**src/rtl/stm_pkg.sv**
```systemverilog
// shared types, constants and the sine table helper for the stereo tone mixer
`default_nettype none

package stm_pkg;

  localparam int SAMPLE_BITS = 16;
  localparam int FRAC_BITS   = 16;  // phase bits carried to the back end
  localparam int STEP_BITS   = 31;
  localparam int AMP_BITS    = 16;
  localparam int CFG_ADDR_BITS = 2;
  localparam int QUEUE_DEPTH = 4;

  localparam logic [SAMPLE_BITS-1:0] SAMPLE_MAX = {1'b0, {(SAMPLE_BITS-1){1'b1}}};
  localparam logic [SAMPLE_BITS-1:0] SAMPLE_MIN = {1'b1, {(SAMPLE_BITS-1){1'b0}}};
  localparam logic [AMP_BITS:0] AMP_FULL = 17'd32768;
  localparam logic [63:0] HALF_PI_Q30 = 64'd1686629713;

  typedef enum logic [CFG_ADDR_BITS-1:0] {
    REG_PHASE_STEP   = 2'd0,
    REG_AMPLITUDE    = 2'd1,
    REG_WAVEFORM     = 2'd2,
    REG_CHANNEL_MASK = 2'd3
  } reg_idx_t;

  typedef enum logic [1:0] {
    WAVE_SINE   = 2'd0,
    WAVE_SQUARE = 2'd1,
    WAVE_SAW    = 2'd2,
    WAVE_SILENT = 2'd3
  } wave_t;

  // settings the back end needs
  typedef struct packed {
    logic [AMP_BITS-1:0] amplitude;
    wave_t               waveform;
    logic [1:0]          channel_mask;
  } stm_cfg_t;

  // one frame as it waits in the queue
  typedef struct packed {
    logic [FRAC_BITS-1:0]   phase_hi;
    logic [SAMPLE_BITS-1:0] right;
    logic [SAMPLE_BITS-1:0] left;
  } stm_item_t;

  // sin(x) in Q30 for 0 <= x < pi/2, taylor series to x^13, elaboration only
  function automatic logic [63:0] sine_q30(input logic [63:0] x);
    logic [63:0] x2;
    logic [63:0] term;
    logic signed [63:0] sum;
    x2   = (x * x) >> 30;
    term = x;
    sum  = signed'(x);
    term = ((term * x2) >> 30) / 64'd6;
    sum  = sum - signed'(term);
    term = ((term * x2) >> 30) / 64'd20;
    sum  = sum + signed'(term);
    term = ((term * x2) >> 30) / 64'd42;
    sum  = sum - signed'(term);
    term = ((term * x2) >> 30) / 64'd72;
    sum  = sum + signed'(term);
    term = ((term * x2) >> 30) / 64'd110;
    sum  = sum - signed'(term);
    term = ((term * x2) >> 30) / 64'd156;
    sum  = sum + signed'(term);
    return (sum < 0) ? 64'd0 : unsigned'(sum);
  endfunction

endpackage

`default_nettype wire

```
**src/rtl/stm_queue.sv**
```systemverilog
// small frame queue between the front and back ends
`default_nettype none

module stm_queue (
  input  wire                 clk,
  input  wire                 rst,
  input  wire                 push,
  input  stm_pkg::stm_item_t  push_item,
  output logic                full,
  input  wire                 pop,
  output logic                not_empty,
  output stm_pkg::stm_item_t  pop_item
);
  import stm_pkg::*;

  localparam int PTR_BITS = $clog2(QUEUE_DEPTH);

  stm_item_t           mem [QUEUE_DEPTH];
  logic [PTR_BITS-1:0] wr_ptr;
  logic [PTR_BITS-1:0] rd_ptr;
  logic [PTR_BITS:0]   count;
  logic                do_push;
  logic                do_pop;

  assign full      = (count == (PTR_BITS+1)'(QUEUE_DEPTH));
  assign not_empty = (count != '0);
  assign do_push   = push && !full;
  assign do_pop    = pop && not_empty;
  assign pop_item  = mem[rd_ptr];

  always_ff @(posedge clk) begin
    if (do_push) begin
      mem[wr_ptr] <= push_item;
    end
  end

  always_ff @(posedge clk) begin
    if (rst) begin
      wr_ptr <= '0;
      rd_ptr <= '0;
      count  <= '0;
    end else begin
      if (do_push) begin
        wr_ptr <= wr_ptr + 1'b1;
      end
      if (do_pop) begin
        rd_ptr <= rd_ptr + 1'b1;
      end
      if (do_push && !do_pop) begin
        count <= count + 1'b1;
      end else if (do_pop && !do_push) begin
        count <= count - 1'b1;
      end
    end
  end

endmodule

`default_nettype wire

```
**src/rtl/stm_front.sv**
```systemverilog
// input side: takes frames, stamps each with its phase and advances the accumulator
`default_nettype none

module stm_front #(
  parameter int PHASE_BITS = 32
) (
  input  wire                              clk,
  input  wire                              rst,
  input  wire                              s_tvalid,
  output logic                             s_tready,
  input  wire [2*stm_pkg::SAMPLE_BITS-1:0] s_tdata,   // left_in, right_in
  input  wire                              s_tlast,
  input  wire [stm_pkg::STEP_BITS-1:0]     phase_step,
  input  wire                              queue_full,
  output logic                             push,
  output stm_pkg::stm_item_t               push_item
);
  import stm_pkg::*;

  logic [PHASE_BITS-1:0] phase;
  logic [PHASE_BITS-1:0] phase_next;

  assign s_tready = !queue_full;
  assign push     = s_tvalid && s_tready;

  assign push_item.left     = s_tdata[SAMPLE_BITS-1:0];
  assign push_item.right    = s_tdata[2*SAMPLE_BITS-1:SAMPLE_BITS];
  assign push_item.phase_hi = phase[PHASE_BITS-1 -: FRAC_BITS];

  // a run restarts its phase after the frame marked last
  assign phase_next = s_tlast ? '0 : phase + PHASE_BITS'(phase_step);

  always_ff @(posedge clk) begin
    if (rst) begin
      phase <= '0;
    end else if (push) begin
      phase <= phase_next;
    end
  end

endmodule

`default_nettype wire

```
**src/rtl/stm_back.sv**
```systemverilog
// output side: waveform lookup, amplitude scaling and saturating mix
`default_nettype none

module stm_back #(
  parameter int SINE_TABLE_ADDR_BITS = 10
) (
  input  wire                              clk,
  input  wire                              rst,
  input  stm_pkg::stm_cfg_t                cfg,
  input  wire                              item_valid,
  input  stm_pkg::stm_item_t               item,
  output logic                             pop,
  output logic                             m_tvalid,
  input  wire                              m_tready,
  output logic [2*stm_pkg::SAMPLE_BITS-1:0] m_tdata   // left_out, right_out
);
  import stm_pkg::*;

  localparam int ABITS = SINE_TABLE_ADDR_BITS;
  localparam int KBITS = ABITS - 2;
  localparam int QSIZE = 1 << KBITS;

  typedef logic [SAMPLE_BITS-2:0] quarter_t [QSIZE];

  function automatic quarter_t build_quarter();
    quarter_t    t;
    logic [63:0] x;
    logic [63:0] s;
    logic [63:0] v;
    for (int k = 0; k < QSIZE; k++) begin
      x = (HALF_PI_Q30 * (64'(2 * k) + 64'd1)) >> (KBITS + 1);
      s = sine_q30(x);
      v = (s * 64'(SAMPLE_MAX) + 64'd536870912) >> 30;
      if (v > 64'(SAMPLE_MAX)) begin
        v = 64'(SAMPLE_MAX);
      end
      t[k] = v[SAMPLE_BITS-2:0];
    end
    return t;
  endfunction

  localparam quarter_t QUARTER = build_quarter();

  logic                   adv;

  // stage 1: table read and saw product
  logic                   v1;
  logic [SAMPLE_BITS-2:0] tab1;
  logic                   neg1;
  logic [15:0]            saw1;
  logic [SAMPLE_BITS-1:0] left1;
  logic [SAMPLE_BITS-1:0] right1;

  // stage 2: scaled tone product
  logic                   v2;
  logic signed [34:0]     prod2;
  logic [SAMPLE_BITS-1:0] left2;
  logic [SAMPLE_BITS-1:0] right2;

  logic [ABITS-1:0]       idx;
  logic [KBITS-1:0]       addr;
  logic [31:0]            saw_prod;
  logic signed [16:0]     wave;
  logic [AMP_BITS:0]      amp_eff;
  logic signed [34:0]     rounded;
  logic signed [16:0]     tone;
  logic [SAMPLE_BITS-1:0] left_mix;
  logic [SAMPLE_BITS-1:0] right_mix;

  function automatic logic [SAMPLE_BITS-1:0] sat_add(
    input logic [SAMPLE_BITS-1:0] smp,
    input logic signed [16:0]     t
  );
    logic signed [17:0] s;
    s = 18'(signed'(smp)) + 18'(t);
    if (s > 18'(signed'(SAMPLE_MAX))) begin
      return SAMPLE_MAX;
    end else if (s < 18'(signed'(SAMPLE_MIN))) begin
      return SAMPLE_MIN;
    end
    return s[SAMPLE_BITS-1:0];
  endfunction

  // the whole back end moves together whenever the output register can take a beat
  assign adv = !m_tvalid || m_tready;
  assign pop = adv && item_valid;

  assign idx      = item.phase_hi[FRAC_BITS-1 -: ABITS];
  // odd quadrants read the quarter wave backward
  assign addr     = idx[KBITS] ? ~idx[KBITS-1:0] : idx[KBITS-1:0];
  assign saw_prod = 32'(item.phase_hi) * 32'(SAMPLE_MAX << 1);

  always_comb begin
    case (cfg.waveform)
      WAVE_SINE:   wave = neg1 ? -17'(tab1) : 17'(tab1);
      WAVE_SQUARE: wave = neg1 ? -17'(SAMPLE_MAX) : 17'(SAMPLE_MAX);
      WAVE_SAW:    wave = signed'({1'b0, saw1}) - 17'(SAMPLE_MAX);
      default:     wave = '0;
    endcase
  end

  assign amp_eff = (cfg.amplitude > AMP_FULL[AMP_BITS-1:0] && cfg.amplitude != 16'd0
                    && 17'(cfg.amplitude) > AMP_FULL) ? AMP_FULL : {1'b0, cfg.amplitude};

  // round half up, then the arithmetic shift floors
  assign rounded   = prod2 + 35'sd16384;
  assign tone      = rounded[31:15];
  assign left_mix  = cfg.channel_mask[0] ? sat_add(left2, tone) : left2;
  assign right_mix = cfg.channel_mask[1] ? sat_add(right2, tone) : right2;

  always_ff @(posedge clk) begin
    if (adv) begin
      tab1    <= QUARTER[addr];
      neg1    <= idx[ABITS-1];
      saw1    <= saw_prod[31:16];
      left1   <= item.left;
      right1  <= item.right;
      prod2   <= 35'(wave) * 35'(signed'({1'b0, amp_eff}));
      left2   <= left1;
      right2  <= right1;
      m_tdata <= {right_mix, left_mix};
    end
  end

  always_ff @(posedge clk) begin
    if (rst) begin
      v1       <= 1'b0;
      v2       <= 1'b0;
      m_tvalid <= 1'b0;
    end else if (adv) begin
      v1       <= item_valid;
      v2       <= v1;
      m_tvalid <= v2;
    end
  end

endmodule

`default_nettype wire

```
**src/rtl/stereo_tone_mixer_unit.sv**
```systemverilog
// top level of the stereo tone mixer: register file, front end, queue and back end
`default_nettype none

// Stereo tone mixer. Each beat on the slave stream is one stereo frame; the block adds a
// tone (sine from a quarter-wave table, square, saw, or silence, scaled by a Q1.15
// amplitude) to the selected channels with saturation and sends the frame out on the
// master stream. The phase used by a frame is the accumulator value before that frame's
// advance, and the accumulator returns to zero after a frame with tlast set. The block
// takes one frame per clock while the queue is not full. When nothing stalls, an accepted
// frame is written into the four-entry queue, then passes the table read, amplitude
// multiply and round/saturate stages before it leaves the output register. The queue lets
// the input keep running while the output is briefly held. Registers are written through
// the cfg port and should only change while no frames are in flight.
module stereo_tone_mixer_unit #(
  parameter int PHASE_BITS           = 32,
  parameter int SINE_TABLE_ADDR_BITS = 10
) (
  input  wire                                  clk,
  input  wire                                  rst,
  input  wire                                  s_tvalid,
  output logic                                 s_tready,
  input  wire [2*stm_pkg::SAMPLE_BITS-1:0]     s_tdata,   // left_in, right_in
  input  wire                                  s_tlast,
  output logic                                 m_tvalid,
  input  wire                                  m_tready,
  output logic [2*stm_pkg::SAMPLE_BITS-1:0]    m_tdata,   // left_out, right_out
  input  wire                                  cfg_we,
  input  wire [stm_pkg::CFG_ADDR_BITS-1:0]     cfg_addr,
  input  wire [stm_pkg::STEP_BITS-1:0]         cfg_wdata
);
  import stm_pkg::*;

  logic [STEP_BITS-1:0] phase_step;
  stm_cfg_t             cfg;
  logic                 queue_full;
  logic                 push;
  stm_item_t            push_item;
  logic                 pop;
  logic                 item_valid;
  stm_item_t            item;

  always_ff @(posedge clk) begin
    if (rst) begin
      phase_step       <= '0;
      cfg.amplitude    <= '0;
      cfg.waveform     <= WAVE_SINE;
      cfg.channel_mask <= 2'b11;
    end else if (cfg_we) begin
      case (reg_idx_t'(cfg_addr))
        REG_PHASE_STEP:   phase_step       <= cfg_wdata;
        REG_AMPLITUDE:    cfg.amplitude    <= cfg_wdata[AMP_BITS-1:0];
        REG_WAVEFORM:     cfg.waveform     <= wave_t'(cfg_wdata[1:0]);
        REG_CHANNEL_MASK: cfg.channel_mask <= cfg_wdata[1:0];
        default: ;
      endcase
    end
  end

  stm_front #(
    .PHASE_BITS (PHASE_BITS)
  ) u_front (
    .clk        (clk),
    .rst        (rst),
    .s_tvalid   (s_tvalid),
    .s_tready   (s_tready),
    .s_tdata    (s_tdata),
    .s_tlast    (s_tlast),
    .phase_step (phase_step),
    .queue_full (queue_full),
    .push       (push),
    .push_item  (push_item)
  );

  stm_queue u_queue (
    .clk       (clk),
    .rst       (rst),
    .push      (push),
    .push_item (push_item),
    .full      (queue_full),
    .pop       (pop),
    .not_empty (item_valid),
    .pop_item  (item)
  );

  stm_back #(
    .SINE_TABLE_ADDR_BITS (SINE_TABLE_ADDR_BITS)
  ) u_back (
    .clk        (clk),
    .rst        (rst),
    .cfg        (cfg),
    .item_valid (item_valid),
    .item       (item),
    .pop        (pop),
    .m_tvalid   (m_tvalid),
    .m_tready   (m_tready),
    .m_tdata    (m_tdata)
  );

endmodule

`default_nettype wire

```
**config.mk**
```make
export PLATFORM = sky130hd
export DESIGN_NAME = stereo_tone_mixer_unit
export DESIGN_NICKNAME = d
export VERILOG_FILES = /design/src/rtl/stm_pkg.sv /design/src/rtl/stm_queue.sv /design/src/rtl/stm_front.sv /design/src/rtl/stm_back.sv /design/src/rtl/stereo_tone_mixer_unit.sv
export SDC_FILE = /design/constraint.sdc
export NUM_CORES = 2
export LEC_CHECK = 0
export ABC_AREA = 1
export BUFFER_PORTS_ARGS = -buffer_cell sky130_fd_sc_hd__buf_2
export CORE_UTILIZATION = 65
export CTS_BUF_LIST = sky130_fd_sc_hd__clkbuf_8
export CTS_CLUSTER_DIAMETER = 100
export CTS_CLUSTER_SIZE = 20
export DETAILED_ROUTE_END_ITERATION = 16
export PLACE_DENSITY = 0.82
export REMOVE_ABC_BUFFERS = 1
export SYNTH_ARGS = -nofsm -noshare
export SYNTH_HDL_FRONTEND = slang
export SYNTH_HIERARCHICAL = 1
export SYNTH_SLANG_ARGS = --single-unit
export TNS_END_PERCENT = 50
```
**constraint.sdc**
```tcl
create_clock -name clk -period 9.1 [get_ports clk]
set_input_delay 0.91 -clock clk [delete_from_list [all_inputs] [get_ports clk]]
set_output_delay 0.91 -clock clk [all_outputs]
set_load 0.01 [all_outputs]
```
==> results list <==
- Status: finished, final reports clean
* Synthesized area per cell: 8.023 sq um
- Cell count of the worst hold path: 0
- Layout cell share with drive strength beyond 1: under 10%
- Core outline area: 62050 sq um
- The number of global-route vias before repair is 33985.
- The startpoint identified for the worst hold timing path is u_back/right1[9].
* CTS sink cnt: 433
* Clock-pin slew on the worst setup and hold paths: 120 ps
* Final Max Slew Viols: 0
- In this run the register-to-register setup slack is roughly 1200 ps.
- Once the clock tree was built, the setup fixing pass inserted 0 buffers.
- Leaving out fill and tap cells, the most frequent cell in the layout is sky130_fd_sc_hd__nand2_1.
- Routability-driven placement finished with a final weighted congestion of about 1.0.
- Across all hold checks on the routed design, the worst slack comes to 422.3 ps.
* CP arrival: 8290 ps
- Before antenna repair, the detailed router went through 6 iterations.
- Of all flip-flops after synthesis, the portion carrying an async set or reset was 0%.
* Vert. Die Dim: ~250 um
* Clock tree from TritonCTS: yes
* Simple-gate portion of the synthesized area: between 20% and 30%
* Clk Latency, worst-skew pair: 690 ps
* Quantity of gates resized following cts: 0
* Cells after synthesis: 5108
- Final HPWL DP: 89200 um
- In the layout the commonest cells are sky130_fd_sc_hd__nand2_1 (1136), sky130_fd_sc_hd__inv_1 (934), sky130_fd_sc_hd__nor2_1 (518), sky130_fd_sc_hd__fa_1 (374), sky130_fd_sc_hd__edfxtp_1 (338).
* Share of cell area taken by muxes after synthesis: 0%
- Fin area: approximately 42000 sq um
- Max_cap viols: 0
* Period Utilization, post-route: 86.29%
- Port Buffer Count: 104
* Rows: 91
* Netlist cell types: 66
* Hold Violations, Final: 0
* Antenna violations before repair: 6
- Setup repair after global routing left no endpoint under its margin.
* Drt first-iter violations: 3507
- Buffers inserted to repair hold after CTS numbered 0.
- After synthesis, the largest family of logic cells by area is adder cells.
- Worst reg2reg startpoint: u_back/saw1[0]
- Portion of the post-synthesis area used by sequential elements: 29.41%
* Placement-stage cell area: approximately 42000 sq um
* Timing startpoint of the critical path: u_back/saw1[0]
- Clock buffers created by TritonCTS: 29
- The die covers 64060 sq um.
* Global-route wire length before repair: between 150000 and 200000 um
- Via count normalized by instance count: 5.804
- Of the total synthesized cell area, the portion taken by XOR and XNOR cells is 2.116%.
- The cell area that synthesis handed to floorplanning was 40980 sq um.
- Summing the areas of all compound-gate instances in the mapped netlist gives 9.043% of the synthesized area.
* Post-DRT Antenna Nets: 0
* Peak per-stage delay on the critical path: 940 ps
- Effective utilization at floorplan: 66.04%
- Placed insts: about 6000
- Largest net degree at the start of global routing: 97
- Crit Path Category: reg2reg
- The detailed router placed between 30000 and 40000 vias in this run.
- Timing would allow up to around 130 MHz.
- Worst-case headroom to the max-slew limit: 16.88%
* Number of warnings issued by yosys: 6
* Cell Count, Final, Fillers Out: 5947
- Relative to the synthesized area, the layout overhead comes to 3.142%.
* Worst Path Max Fanout: 11
- Flop and latch count out of synthesis: 433
- DRC violations left: 0
- Dividing the detail-routed wire length by the instance count gives 19.51 um.
- Setup violations remaining at the end of the flow were counted as 0.
- Remaining Overflow, GRT: 0
* Setup total negative slack: 0 ps
- Number of levels the H-tree was split into: 1
* Critical register-to-register path endpoint: u_back/prod2[17]
- Worst r2r path cells: 32
- Deepest clock path buffer count: 3
- Critical path's most frequent cell: sky130_fd_sc_hd__nand2_1
- The routed design has 116000 um of wire.
- At the worst endpoint, the required time is 9540 ps.
- At the end of the flow, the number of nets in the layout was 5782.
- Subtracting the final worst setup slack from the clock period gives 7852 ps.
* # IOs: 105
- Cell type of the slowest stage on the worst timing path: sky130_fd_sc_hd__nor2_1
- STA classifies the critical path endpoint as a register.
- Yosys mapped a number of flops with a built-in enable equal to roughly 340.
- Clock tree skew after final layout: around 20 ps
- The synthesized netlist devotes a little over a quarter of its cell area to adder and majority cells.
- The tree is rooted in a sky130_fd_sc_hd__clkbuf_8.
- For the pin with the worst max-slew slack, the measured transition is 1242 ps.
- DIE WIDTH: around 250 um
- For this run, the leading register cell type out of synthesis is sky130_fd_sc_hd__edfxtp_1.
* Classification of the worst-slack hold path: reg2reg
* GR Util All Layers: 36.47%
- For hold timing, the worst endpoint is u_back/right2[9].
- STA classifies the critical path startpoint as a register.
-- flip-flops by register name, summed over array words and instances (netlist names), named ones only --
| register | cells |
|---|---|
| u_back/m_tdata | 32 |
| u_back/prod2 | 18 |
| u_back/right2 | 16 |
| u_queue/wr_ptr | 2 |
| u_back/v2 | 1 |
| u_back/right1 | 16 |
| u_back/left2 | 16 |
| phase_step | 31 |
| u_back/saw1 | 16 |
| u_back/neg1 | 1 |
| u_queue/mem | 192 |
| u_back/v1 | 1 |
| u_back/tab1 | 15 |
| u_queue/count | 3 |
| u_queue/rd_ptr | 2 |
| u_back/m_tvalid | 1 |
| u_front/phase | 32 |
| cfg | 20 |
| u_back/left1 | 16 |
-- cell usage after synthesis, types with 3 or more instances --
master | instances | share of area, %
sky130_fd_sc_hd__a31oi_1 | 15 | 0.23
sky130_fd_sc_hd__xor2_1 | 44 | 0.94
sky130_fd_sc_hd__nand2_2 | 22 | 0.34
sky130_fd_sc_hd__buf_6 | 17 | 0.47
sky130_fd_sc_hd__clkbuf_1 | 54 | 0.49
sky130_fd_sc_hd__and2_1 | 6 | 0.092
sky130_fd_sc_hd__or2_2 | 10 | 0.15
sky130_fd_sc_hd__nand3_1 | 299 | 3.7
sky130_fd_sc_hd__o21ai_1 | 25 | 0.31
sky130_fd_sc_hd__buf_2 | 46 | 0.56
sky130_fd_sc_hd__inv_1 | 921 | 8.4
sky130_fd_sc_hd__o21bai_1 | 12 | 0.22
sky130_fd_sc_hd__edfxtp_1 | 338 | 25
sky130_fd_sc_hd__fa_1 | 374 | 18
sky130_fd_sc_hd__xnor2_1 | 40 | 0.85
sky130_fd_sc_hd__a21oi_1 | 299 | 3.7
sky130_fd_sc_hd__nor2_4 | 3 | 0.082
sky130_fd_sc_hd__nor3_1 | 39 | 0.48
sky130_fd_sc_hd__o211ai_1 | 28 | 0.51
sky130_fd_sc_hd__nand2_1 | 1137 | 10
sky130_fd_sc_hd__a21boi_0 | 3 | 0.055
sky130_fd_sc_hd__o21ai_0 | 214 | 2.6
sky130_fd_sc_hd__ha_1 | 256 | 7.8
sky130_fd_sc_hd__o21a_1 | 4 | 0.073
sky130_fd_sc_hd__nand3_2 | 12 | 0.29
sky130_fd_sc_hd__inv_2 | 12 | 0.11
sky130_fd_sc_hd__nor2_1 | 523 | 4.8
sky130_fd_sc_hd__a21oi_2 | 4 | 0.085
sky130_fd_sc_hd__nand3b_1 | 20 | 0.37
sky130_fd_sc_hd__buf_4 | 60 | 1.1
sky130_fd_sc_hd__nor4_1 | 9 | 0.14
sky130_fd_sc_hd__a22oi_1 | 3 | 0.055
sky130_fd_sc_hd__buf_1 | 6 | 0.055
sky130_fd_sc_hd__o22ai_1 | 56 | 0.85
sky130_fd_sc_hd__a21o_1 | 7 | 0.13
sky130_fd_sc_hd__clkbuf_2 | 5 | 0.061
sky130_fd_sc_hd__dfxtp_1 | 95 | 4.6
sky130_fd_sc_hd__clkbuf_8 | 3 | 0.10
sky130_fd_sc_hd__clkinv_1 | 4 | 0.037
sky130_fd_sc_hd__nand4_1 | 30 | 0.46
sky130_fd_sc_hd__nor2_2 | 20 | 0.31
-- cell type report --
cell class / count / area [sq um]
Tap cell: 837 / 1047
Clock inverter: 24 / 190.2
Multi-Input combinational cell: 3542 / 24260
Inverter: 938 / 3531
Fill cell: 5201 / 19780
Sequential cell: 433 / 12050
Timing Repair Buffer: 137 / 768.2
Antenna cell: 7 / 17.52
Clock buffer: 29 / 399.1
-- layer usage --
layer,routed length (um),up-vias,track usage (%)
li1,-,16104,-
met1,45030,16198,47.32
met2,54370,1806,60.46
met3,10920,410,6.055
met4,5680,0,15.72
met5,0,-,0
-- worst max-delay path: cells and delay by family (launching register included) --
family	cells	cell delay [ps]
AND/OR/NAND/NOR	18	3090
XOR/XNOR	1	70
flip-flops	1	410
adder cells (fa/ha/maj)	8	3730
buffers and inverters	5	310
-- kinds of logic after synthesis --
| logic type | after synthesis |
|---|---|
| adder cells (fa/ha/maj) | 630 |
| AO/OA/AOI/OAI | 682 |
| buffers and inverters | 1133 |
| AND/OR/NAND/NOR | 2140 |
| flip-flops | 433 |
| XOR/XNOR | 90 |
-- worst max-delay path by stage --
stage,end,slack (ps),depth (start not counted)
2_1_floorplan,u_back/saw1[14],460,24
3_3_place_gp,u_back/prod2[31],1620,26
3_5_place_dp,u_back/prod2[31],1470,26
4_1_cts,u_back/prod2[17],1450,32
5_1_grt,u_back/prod2[17],760,32
6_report,u_back/prod2[17],1250,32
-- stage by stage --
step / setup slack, ps / utilization, %
2_1_floorplan: 464.8 / -
3_3_place_gp: 1622 / 67.14
3_5_place_dp: 1471 / 67.14
4_1_cts: 1449 / 68.09
5_1_grt: 759.3 / 68.11
6_report: 1248 / 68.12
Power is left out: the tool's default activity adds up to more than one toggle a clock period on the data nets, which glitch-free logic cannot reach.
